`src/gsc_pkg.sv`:
```
// Shared types, constants and helpers for the gas sensor calibration block.
// Used by gsc_divider, gsc_seq and gas_sensor_calibration_fsm; no dependencies.
package gsc_pkg;

  localparam int ADC_BITS   = 10;
  localparam int TIMER_BITS = 20;

  localparam logic [ADC_BITS-1:0]   ADC_MAX   = '1;
  localparam logic [TIMER_BITS-1:0] TIMER_MAX = '1;
  localparam logic [31:0]           ALL32     = 32'hFFFF_FFFF;

  localparam int RES_W   = 16;               // load resistor width
  localparam int ACC_W   = 40;               // accumulator width
  localparam int NUM_RS_W = RES_W + ADC_BITS; // width of RL*(ADC_MAX-adc)

  // bit-serial divider geometry: dividends are left aligned in DIV_NUM_W bits
  localparam int DIV_NUM_W = 48;
  localparam int DIV_DEN_W = 32;
  localparam int DIV_CNT_W = $clog2(DIV_NUM_W + 1);

  // configuration port
  localparam int CFG_ADDR_W = 3;
  localparam int CFG_DATA_W = 20;
  localparam logic [CFG_ADDR_W-1:0] CFG_DISCONNECT = 3'd0;
  localparam logic [CFG_ADDR_W-1:0] CFG_LOAD_RES   = 3'd1;
  localparam logic [CFG_ADDR_W-1:0] CFG_PREHEAT    = 3'd2;
  localparam logic [CFG_ADDR_W-1:0] CFG_INTERVAL   = 3'd3;
  localparam logic [CFG_ADDR_W-1:0] CFG_COUNT      = 3'd4;
  localparam logic [CFG_ADDR_W-1:0] CFG_CAF        = 3'd5;

  localparam int IN_DATA_W  = 16;
  localparam int OUT_DATA_W = 104;

  typedef enum logic [1:0] {
    ST_NOTCONN = 2'd0,
    ST_PREHEAT = 2'd1,
    ST_CALIB   = 2'd2,
    ST_READY   = 2'd3
  } mode_t;

  typedef enum logic [2:0] {
    S_IDLE,
    S_EVAL,
    S_DIV_RS,
    S_ACC,
    S_DIV_AVG,
    S_DIV_RO,
    S_DIV_RATIO,
    S_OUT
  } seq_state_t;

  typedef struct packed {
    logic [ADC_BITS-1:0] disconnect_level;
    logic [RES_W-1:0]    load_resistance;
    logic [19:0]         preheat_ms;
    logic [15:0]         sample_interval_ms;
    logic [7:0]          sample_count;
    logic [15:0]         clean_air_factor;
  } cfg_t;

  typedef struct packed {
    logic                 start;
    logic [DIV_NUM_W-1:0] dividend;
    logic [DIV_DEN_W-1:0] divisor;
    logic [DIV_CNT_W-1:0] nbits;
  } div_req_t;

  typedef struct packed {
    logic                 done;
    logic [DIV_NUM_W-1:0] quotient;
  } div_rsp_t;

  typedef struct packed {
    logic        sample_done;
    logic        ratio_valid;
    logic [31:0] ratio_q16;
    logic [31:0] ro_ohms;
    logic [31:0] rs_ohms;
    logic [1:0]  status;
  } res_t;

  function automatic logic [31:0] sat32(input logic [DIV_NUM_W-1:0] q);
    return (|q[DIV_NUM_W-1:32]) ? ALL32 : q[31:0];
  endfunction

endpackage

```
`src/gsc_divider.sv`:
```
// Bit-serial restoring divider, one quotient bit per cycle.
// Depends on gsc_pkg. A zero divisor yields a one in every quotient bit it computes.
module gsc_divider import gsc_pkg::*; (
  input  logic     clk,
  input  logic     rst_n,
  input  div_req_t req,
  output div_rsp_t rsp
);

  logic                 busy_r, busy_nxt;
  logic                 done_r, done_nxt;
  logic [DIV_CNT_W-1:0] cnt_r, cnt_nxt;
  logic [DIV_DEN_W-1:0] rem_r, rem_nxt;
  logic [DIV_DEN_W-1:0] den_r, den_nxt;
  logic [DIV_NUM_W-1:0] num_r, num_nxt;
  logic [DIV_NUM_W-1:0] quo_r, quo_nxt;

  logic [DIV_DEN_W:0] trial;
  logic [DIV_DEN_W:0] diff;
  logic               ge;

  assign trial = {rem_r, num_r[DIV_NUM_W-1]};
  assign ge    = trial >= {1'b0, den_r};
  assign diff  = trial - {1'b0, den_r};

  always_comb begin
    busy_nxt = busy_r;
    done_nxt = 1'b0;
    cnt_nxt  = cnt_r;
    rem_nxt  = rem_r;
    den_nxt  = den_r;
    num_nxt  = num_r;
    quo_nxt  = quo_r;
    if (req.start) begin
      busy_nxt = 1'b1;
      cnt_nxt  = req.nbits;
      rem_nxt  = '0;
      den_nxt  = req.divisor;
      num_nxt  = req.dividend;
      quo_nxt  = '0;
    end else if (busy_r) begin
      rem_nxt = ge ? diff[DIV_DEN_W-1:0] : trial[DIV_DEN_W-1:0];
      num_nxt = {num_r[DIV_NUM_W-2:0], 1'b0};
      quo_nxt = {quo_r[DIV_NUM_W-2:0], ge};
      cnt_nxt = cnt_r - DIV_CNT_W'(1);
      if (cnt_r == DIV_CNT_W'(1)) begin
        busy_nxt = 1'b0;
        done_nxt = 1'b1;
      end
    end
  end

  always_ff @(posedge clk) begin
    if (!rst_n) begin
      busy_r <= 1'b0;
      done_r <= 1'b0;
      cnt_r  <= '0;
    end else begin
      busy_r <= busy_nxt;
      done_r <= done_nxt;
      cnt_r  <= cnt_nxt;
    end
    rem_r <= rem_nxt;
    den_r <= den_nxt;
    num_r <= num_nxt;
    quo_r <= quo_nxt;
  end

  assign rsp.done     = done_r;
  assign rsp.quotient = quo_r;

endmodule

```
`src/gsc_seq.sv`:
```
// Per-tick sequencer: sensor mode, timers, averaging and the divisions
// it hands to the shared bit-serial divider. Depends on gsc_pkg.
module gsc_seq import gsc_pkg::*; (
  input  logic                clk,
  input  logic                rst_n,
  input  cfg_t                cfg,
  input  logic                in_valid,
  input  logic [ADC_BITS-1:0] in_adc,
  output logic                in_ready,
  output logic                res_valid,
  input  logic                res_ready,
  output res_t                res,
  output div_req_t            div_req,
  input  div_rsp_t            div_rsp
);

  seq_state_t state_r, state_nxt;
  mode_t      mode_r, mode_nxt;

  logic [TIMER_BITS-1:0] elapsed_r, elapsed_nxt;
  logic [ADC_BITS-1:0]   prev_r, prev_nxt;
  logic [ADC_BITS-1:0]   adc_r, adc_nxt;
  logic [ACC_W-1:0]      accum_r, accum_nxt;
  logic [7:0]            taken_r, taken_nxt;
  logic [31:0]           ro_r, ro_nxt;
  logic [31:0]           rs_r, rs_nxt;
  logic                  rs_seen_r, rs_seen_nxt;
  logic [31:0]           ratio_r, ratio_nxt;
  logic                  done_r, done_nxt;
  logic [31:0]           rs_smp_r, rs_smp_nxt;

  // shared per-tick terms
  logic [TIMER_BITS-1:0] el_inc;
  logic [ADC_BITS-1:0]   adc_diff;
  logic                  disconnected;
  logic                  interval_hit;
  logic                  preheat_hit;
  logic [NUM_RS_W-1:0]   rs_num;
  logic [ACC_W-1:0]      acc_sum;
  logic [7:0]            taken_inc;
  logic [7:0]            n_eff;
  logic [31:0]           q_sat;

  assign el_inc       = (elapsed_r == TIMER_MAX) ? elapsed_r : elapsed_r + TIMER_BITS'(1);
  assign adc_diff     = (adc_r > prev_r) ? adc_r - prev_r : prev_r - adc_r;
  assign disconnected = adc_r >= cfg.disconnect_level;
  assign interval_hit = 32'(el_inc) >= 32'(cfg.sample_interval_ms);
  assign preheat_hit  = 32'(el_inc) >= 32'(cfg.preheat_ms);
  assign rs_num       = NUM_RS_W'(cfg.load_resistance) * NUM_RS_W'(ADC_MAX - adc_r);
  assign acc_sum      = accum_r + ACC_W'(rs_smp_r);
  assign taken_inc    = taken_r + 8'd1;
  assign n_eff        = (cfg.sample_count == 8'd0) ? 8'd1 : cfg.sample_count;
  assign q_sat        = sat32(div_rsp.quotient);

  // next state
  always_comb begin
    state_nxt = state_r;
    case (state_r)
      S_IDLE: if (in_valid) state_nxt = S_EVAL;
      S_EVAL: begin
        if (disconnected || mode_r == ST_NOTCONN || mode_r == ST_PREHEAT || !interval_hit) begin
          state_nxt = S_OUT;
        end else if (adc_r == '0) begin
          state_nxt = S_ACC;
        end else begin
          state_nxt = S_DIV_RS;
        end
      end
      S_DIV_RS: if (div_rsp.done) state_nxt = S_ACC;
      S_ACC: state_nxt = (taken_inc >= n_eff) ? S_DIV_AVG : S_OUT;
      S_DIV_AVG: begin
        if (div_rsp.done) state_nxt = (mode_r == ST_CALIB) ? S_DIV_RO : S_DIV_RATIO;
      end
      S_DIV_RO: if (div_rsp.done) state_nxt = S_DIV_RATIO;
      S_DIV_RATIO: if (div_rsp.done) state_nxt = S_OUT;
      S_OUT: if (res_ready) state_nxt = S_IDLE;
      default: state_nxt = S_IDLE;
    endcase
  end

  // handshake outputs
  always_comb begin
    in_ready  = 1'b0;
    res_valid = 1'b0;
    case (state_r)
      S_IDLE:  in_ready  = 1'b1;
      S_OUT:   res_valid = 1'b1;
      default: begin
        in_ready  = 1'b0;
        res_valid = 1'b0;
      end
    endcase
  end

  // datapath and divider requests
  always_comb begin
    mode_nxt    = mode_r;
    elapsed_nxt = elapsed_r;
    prev_nxt    = prev_r;
    adc_nxt     = adc_r;
    accum_nxt   = accum_r;
    taken_nxt   = taken_r;
    ro_nxt      = ro_r;
    rs_nxt      = rs_r;
    rs_seen_nxt = rs_seen_r;
    ratio_nxt   = ratio_r;
    done_nxt    = done_r;
    rs_smp_nxt  = rs_smp_r;
    div_req     = '0;
    case (state_r)
      S_IDLE: begin
        if (in_valid) begin
          adc_nxt  = in_adc;
          done_nxt = 1'b0;
        end
      end
      S_EVAL: begin
        elapsed_nxt = el_inc;
        if (disconnected) begin
          mode_nxt = ST_NOTCONN;
        end else if (mode_r == ST_NOTCONN) begin
          mode_nxt    = ST_PREHEAT;
          elapsed_nxt = '0;
          prev_nxt    = adc_r;
        end else if (mode_r == ST_PREHEAT) begin
          if (adc_diff > ADC_BITS'(1)) begin
            elapsed_nxt = '0;
            prev_nxt    = adc_r;
          end else if (preheat_hit) begin
            mode_nxt    = ST_CALIB;
            elapsed_nxt = '0;
            accum_nxt   = '0;
            taken_nxt   = '0;
          end
        end else if (interval_hit) begin
          elapsed_nxt = '0;
          if (adc_r == '0) begin
            rs_smp_nxt = ALL32;
          end else begin
            // Rs = RL*(ADC_MAX-adc)/adc, numerator left aligned
            div_req.start    = 1'b1;
            div_req.dividend = DIV_NUM_W'(rs_num) << (DIV_NUM_W - NUM_RS_W);
            div_req.divisor  = DIV_DEN_W'(adc_r);
            div_req.nbits    = DIV_CNT_W'(NUM_RS_W);
          end
        end
      end
      S_DIV_RS: if (div_rsp.done) rs_smp_nxt = q_sat;
      S_ACC: begin
        accum_nxt = acc_sum;
        taken_nxt = taken_inc;
        if (taken_inc >= n_eff) begin
          div_req.start    = 1'b1;
          div_req.dividend = DIV_NUM_W'(acc_sum) << (DIV_NUM_W - ACC_W);
          div_req.divisor  = DIV_DEN_W'(n_eff);
          div_req.nbits    = DIV_CNT_W'(ACC_W);
        end
      end
      S_DIV_AVG: begin
        if (div_rsp.done) begin
          accum_nxt   = '0;
          taken_nxt   = '0;
          elapsed_nxt = '0;
          done_nxt    = 1'b1;
          div_req.start = 1'b1;
          if (mode_r == ST_CALIB) begin
            // Ro = avg*256/factor; zero factor saturates via all-ones quotient
            div_req.dividend = DIV_NUM_W'(q_sat) << (DIV_NUM_W - 32 - 8 + 8);
            div_req.divisor  = DIV_DEN_W'(cfg.clean_air_factor);
            div_req.nbits    = DIV_CNT_W'(ACC_W);
          end else begin
            rs_nxt      = q_sat;
            rs_seen_nxt = 1'b1;
            div_req.dividend = DIV_NUM_W'(q_sat) << 16;
            div_req.divisor  = ro_r;
            div_req.nbits    = DIV_CNT_W'(DIV_NUM_W);
          end
        end
      end
      S_DIV_RO: begin
        if (div_rsp.done) begin
          ro_nxt   = q_sat;
          mode_nxt = ST_READY;
          div_req.start    = 1'b1;
          div_req.dividend = DIV_NUM_W'(rs_r) << 16;
          div_req.divisor  = q_sat;
          div_req.nbits    = DIV_CNT_W'(DIV_NUM_W);
        end
      end
      S_DIV_RATIO: if (div_rsp.done) ratio_nxt = q_sat;
      default: ;
    endcase
  end

  always_ff @(posedge clk) begin
    if (!rst_n) begin
      state_r   <= S_IDLE;
      mode_r    <= ST_NOTCONN;
      elapsed_r <= '0;
      prev_r    <= '0;
      accum_r   <= '0;
      taken_r   <= '0;
      ro_r      <= '0;
      rs_r      <= '0;
      rs_seen_r <= 1'b0;
      ratio_r   <= '0;
      done_r    <= 1'b0;
    end else begin
      state_r   <= state_nxt;
      mode_r    <= mode_nxt;
      elapsed_r <= elapsed_nxt;
      prev_r    <= prev_nxt;
      accum_r   <= accum_nxt;
      taken_r   <= taken_nxt;
      ro_r      <= ro_nxt;
      rs_r      <= rs_nxt;
      rs_seen_r <= rs_seen_nxt;
      ratio_r   <= ratio_nxt;
      done_r    <= done_nxt;
    end
    adc_r    <= adc_nxt;
    rs_smp_r <= rs_smp_nxt;
  end

  always_comb begin
    res.status      = mode_r;
    res.rs_ohms     = rs_r;
    res.ro_ohms     = ro_r;
    res.ratio_valid = (mode_r == ST_READY) && rs_seen_r;
    res.ratio_q16   = res.ratio_valid ? ratio_r : 32'd0;
    res.sample_done = done_r;
  end

endmodule

```
`src/gas_sensor_calibration_fsm.sv`:
```
// Top level: configuration registers, tick sequencer, shared divider and
// the output register. Depends on gsc_pkg, gsc_divider and gsc_seq.
//
//  channel  signals                      moves
//  in_      in_tvalid/in_tready/in_tdata  one ADC tick per transfer
//  out_     out_tvalid/out_tready/out_tdata  one result per tick
//  cfg_     cfg_valid/cfg_ready/cfg_addr/cfg_data  register write, always ready
//
// A tick with no resistance sample goes through idle, evaluate and output.
// A sample tick runs the bit-serial divider for Rs (26 steps) unless the
// reading is zero, and on the last sample of an average also the mean (40),
// Ro (40, calibration only) and Rs/Ro (48).
// Reset is synchronous, active low, and needs no clearing pass. The output
// register holds a result until taken; the next tick is accepted meanwhile
// and its result waits in the sequencer if the register is still full.
module gas_sensor_calibration_fsm import gsc_pkg::*; (
  input  logic                  clk,
  input  logic                  rst_n,
  input  logic                  in_tvalid,
  output logic                  in_tready,
  input  logic [IN_DATA_W-1:0]  in_tdata,   // [9:0] adc_sample, rest zero
  output logic                  out_tvalid,
  input  logic                  out_tready,
  // [1:0] status, [33:2] rs_ohms, [65:34] ro_ohms, [97:66] ratio_q16,
  // [98] ratio_valid, [99] sample_done, [103:100] zero
  output logic [OUT_DATA_W-1:0] out_tdata,
  input  logic                  cfg_valid,
  output logic                  cfg_ready,
  input  logic [CFG_ADDR_W-1:0] cfg_addr,
  input  logic [CFG_DATA_W-1:0] cfg_data
);

  cfg_t     cfg_r, cfg_nxt;
  div_req_t div_req;
  div_rsp_t div_rsp;
  res_t     res;
  logic     res_valid;
  logic     res_ready;
  logic     out_valid_r, out_valid_nxt;
  logic [OUT_DATA_W-1:0] out_data_r, out_data_nxt;

  assign cfg_ready = 1'b1;

  always_comb begin
    cfg_nxt = cfg_r;
    if (cfg_valid) begin
      case (cfg_addr)
        CFG_DISCONNECT: cfg_nxt.disconnect_level   = cfg_data[ADC_BITS-1:0];
        CFG_LOAD_RES:   cfg_nxt.load_resistance    = cfg_data[RES_W-1:0];
        CFG_PREHEAT:    cfg_nxt.preheat_ms         = cfg_data[19:0];
        CFG_INTERVAL:   cfg_nxt.sample_interval_ms = cfg_data[15:0];
        CFG_COUNT:      cfg_nxt.sample_count       = cfg_data[7:0];
        CFG_CAF:        cfg_nxt.clean_air_factor   = cfg_data[15:0];
        default: ;
      endcase
    end
  end

  gsc_seq u_seq (
    .clk       (clk),
    .rst_n     (rst_n),
    .cfg       (cfg_r),
    .in_valid  (in_tvalid),
    .in_adc    (in_tdata[ADC_BITS-1:0]),
    .in_ready  (in_tready),
    .res_valid (res_valid),
    .res_ready (res_ready),
    .res       (res),
    .div_req   (div_req),
    .div_rsp   (div_rsp)
  );

  gsc_divider u_div (
    .clk   (clk),
    .rst_n (rst_n),
    .req   (div_req),
    .rsp   (div_rsp)
  );

  assign res_ready = !out_valid_r || out_tready;

  always_comb begin
    out_valid_nxt = out_valid_r;
    out_data_nxt  = out_data_r;
    if (res_valid && res_ready) begin
      out_valid_nxt = 1'b1;
      out_data_nxt  = OUT_DATA_W'(res);
    end else if (out_tready) begin
      out_valid_nxt = 1'b0;
    end
  end

  always_ff @(posedge clk) begin
    if (!rst_n) begin
      cfg_r.disconnect_level   <= ADC_BITS'(1000);
      cfg_r.load_resistance    <= 16'd5000;
      cfg_r.preheat_ms         <= 20'd20000;
      cfg_r.sample_interval_ms <= 16'd50;
      cfg_r.sample_count       <= 8'd5;
      cfg_r.clean_air_factor   <= 16'd2516;
      out_valid_r              <= 1'b0;
    end else begin
      cfg_r       <= cfg_nxt;
      out_valid_r <= out_valid_nxt;
    end
    out_data_r <= out_data_nxt;
  end

  assign out_tvalid = out_valid_r;
  assign out_tdata  = out_data_r;

endmodule

```
`config.mk`:
```
export PLATFORM = sky130hd
export DESIGN_NAME = gas_sensor_calibration_fsm
export DESIGN_NICKNAME = d
export VERILOG_FILES = /design/src/gsc_pkg.sv /design/src/gsc_divider.sv /design/src/gsc_seq.sv /design/src/gas_sensor_calibration_fsm.sv
export SDC_FILE = /design/constraint.sdc
export NUM_CORES = 2
export LEC_CHECK = 0
export BUFFER_PORTS_ARGS = -buffer_cell sky130_fd_sc_hd__buf_4
export CORE_ASPECT_RATIO = 0.8
export CORE_MARGIN = 3
export CORE_UTILIZATION = 63
export DETAILED_ROUTE_END_ITERATION = 6
export PLACE_DENSITY = 0.84
export SLEW_MARGIN = 40
export SYNTH_ARGS = -nofsm -noshare
export SYNTH_HDL_FRONTEND = slang
export SYNTH_SLANG_ARGS = --single-unit
```
`constraint.sdc`:
```
create_clock -name clk -period 7.3 [get_ports clk]
set_input_delay 0.365 -clock clk [delete_from_list [all_inputs] [get_ports clk]]
set_output_delay 0.365 -clock clk [all_outputs]
set_load 0.03 [all_outputs]
```
==> impl_metrics.toml <==
[status]
outcome = "finished clean"

[drt]
ant_nets = 0
routedWlPerCell_um = 20.9
drtIter0Drc = 3221
drc = 0
drt_pass1_iterations = 6
via_per_inst = 6.19
vias = 27346
routed_wl_um = 92500

[clock_network]
cts-root-buf = "clkbuf_16"
ctsResizeCount = 0
cts.sinks = 570
cts_inserted_buffers = 54
tritoncts = "yes"
clk_latency_ns = 0.63
clock_path_buffers = 3
path_clk_slew_ns = 0.07
htreeDepth = 2

[grt]
grt_pass1_wl_um = 145000
grt.overflow.total = 0
antenna_found_initial = 1
track_usage_pct = 32.5
grt_max_degree = 109
grt_pass1_vias = 25975

[logic_synthesis]
yosysTopAreaCellShare_pct = 21.3
synth_area_leaders = "dfxtp_1 (21%), edfxtp_1 (19%), ha_1 (8.9%)"
synth_most_common_cell = "nand2_1"
yosys_warnings = 0
synth_cell_types = 94
synth_cells = 3598
netlist_area_mm2 = 0.0335
synth_top_area_cell = "dfxtp_1"
syn_area_per_cell_um2 = 9.32
synth-edff-count = 214
synth_ff_type = "dfxtp_1"
seq_area_frac_synth_pct = 40.4
synthTopCellsByCount = "nand2_1 (385), nor2_1 (361), dfxtp_1 (356), inv_1 (286), ha_1 (239)"
ys_ff_latch = 570
synthArstFlopShare_pct = 0

[sta]
slew_viol_final = 0
tightestPinTransition_ns = 0.921
fin_setup_tns_ns = 0
hold_slack_ns = 0.0350
max_freq_ghz = 0.145
clock-skew-final_ns = 0.0303
final-hold-violation-count = 0
finalCriticalPeriod_ns = 6.91
setup_violations = 0
relSlewSlack_pct = 38.4
post-route-period-util_pct = 94.7
rsz0062_at_grt = "false"

[setup_path]
path_cells = "nor2b_1, fa_1, inv_1, fa_1, inv_1, fa_1, fa_1, fa_1, inv_1, fa_1, inv_1, ha_1, a211o_1, a31o_2, a21o_1, a21oi_1, a311oi_1, a211oi_1, o21bai_1, a21oi_1, xnor2_1, a211oi_1"
crit_path_start_kind = "register"
critPathBufInv = 4
crit_family = "adder cells"
cp-end-kind = "register"
path_max_fanout = 10
slowest_delay_ns = 0.68
slowest_stage = "edfxtp_1"
path_class = "register to register"
crit_arrival_ns = 7.35
critPathRequiredTime_ns = 7.74
path_common_cell = "fa_1"

[floorplanning]
num_io_pins = 151
row_count = 74
die-height_um = 212
core_mm2 = 0.0518
die_w_um = 264
dieArea_mm2 = 0.0561
initial_core_util_pct = 64.7

[pwr]
comb_power_share_pct = 45.4
switchingPower_w = 0.00485
clkPwrFrac_pct = 24.3
sw_frac_of_total_pct = 39.6
total_power_w = 0.0122
power.density_mw_per_mm2 = 327
p_leak_nw = 15.2
p_seq_share_pct = 30.3
p_int_w = 0.00738
irDropWorstVdd_mv = 0.522

[layout]
utilization_pct = 72.0
layoutNonFillerInstCount = 4417
num_antenna_cells = 0
nets = 4085
area_growth_pct = 11.4
drive_gt1_share_pct = 10.3

[placement]
placedCellCount = 4299
dp_hpwl_um = 66300
io_buffers = 139
place_congestion = 0.986

[hold_path]
hold_class = "input pin to register"

[run]
maxCapViolations = 0
-- cells in the final DEF (no fill, tap or decap), types with 46 or more instances in the layout --
master / count
nand2_1: 385
nand3_1: 63
a21o_1: 48
a211oi_1: 130
clkbuf_16: 58
inv_1: 286
nor2b_1: 105
fa_1: 114
nor2_1: 358
ha_1: 239
nor3_1: 46
buf_4: 201
dfxtp_1: 355
o21ai_0: 131
edfxtp_1: 214
mux2i_1: 95
xnor2_1: 67
a21oi_1: 216
-- worst paths after layout --
kind	startpoint	to	slack [ns]	depth (start not counted)
max	u_seq.adc_r[7]	u_div.num_r[47]	0.39	22
max reg2reg	u_seq.adc_r[7]	u_div.num_r[47]	0.39	22
min	cfg_data[9]	cfg_r[33]	0.03	3
min reg2reg	u_seq.done_r	out_tdata[99]	0.45	0
-- worst register-to-register path: stages (launching register included) --
cell,delay [ns]
edfxtp_1,0.68
nor2b_1,0.14
fa_1,0.52
inv_1,0.06
fa_1,0.53
inv_1,0.05
fa_1,0.52
fa_1,0.45
fa_1,0.56
inv_1,0.06
fa_1,0.53
inv_1,0.04
ha_1,0.36
a211o_1,0.28
a31o_2,0.23
a21o_1,0.18
a21oi_1,0.24
a311oi_1,0.24
a211oi_1,0.40
o21bai_1,0.11
a21oi_1,0.21
xnor2_1,0.12
a211oi_1,0.24
-- through the flow --
stage | worst slack [ns] | cell area, um^2
floorplan | 0.922 | 33500
global placement | 0.698 | 35200
detailed placement | 0.603 | 35300
CTS | 0.473 | 37300
global route | 0.0450 | 37400
finish | 0.388 | 37400
-- area by class of cell --
cell class	instances	area [um^2]
clock inverters	19	263
inverters	294	1110
repair buffers	226	1790
flip-flops and latches	570	13600
clock buffers	82	1600
well taps	684	856
fillers	3682	14500
multi-input cells	2542	18200
-- metal layers --
metal / GRT usage (%) / share of wire (%) / vias to the layer above
met4: 11.4 / 3.4 / 2
met1: 46.2 / 42 / 13089
met3: 6.86 / 11 / 234
li1: - / - / 12728
met5: 0 / 0.013 / -
met2: 49.6 / 44 / 1293
-- registers in the layout, summed over array words and instances, names as in the netlist, 40 cells and up --
signal / flops
u_div.quo_r: 48
u_seq.accum_r: 40
out_tdata: 100
u_div.num_r: 40
cfg_r: 86
-- power by group through the flow --
| stage | sequential (W) | clock [W] | combinational (W) |
|---|---|---|---|
| final | 0.00371 | 0.00297 | 0.00555 |
| after global routing | 0.00373 | 0.00311 | 0.00620 |
| after CTS | 0.00370 | 0.00298 | 0.00546 |
| after detailed placement | 0.00377 | 0 | 0.00538 |
| after global placement | 0.00376 | 0 | 0.00528 |
| after floorplan | 0.00373 | 0 | 0.00369 |
-- kinds of logic after synthesis --
logic type / count (synthesis) / share of synthesized area [%]
mux: 102 / 3.10
compound gates: 800 / 16.1
fa+ha+maj: 353 / 15.7
simple gates: 1176 / 16.2
other cells: 2 / 0.0224
buf+inv: 489 / 5.68
xor+xnor: 106 / 2.77
flops: 570 / 40.4
-- timing repair --
| item | 4_1_cts | 5_1_grt |
|---|---|---|
| setup buffers | 0 | 0 |
| hold endpoints to repair | 20 | 0 |
| hold buffers | 17 | 0 |
(Power assumes the default switching activity.)
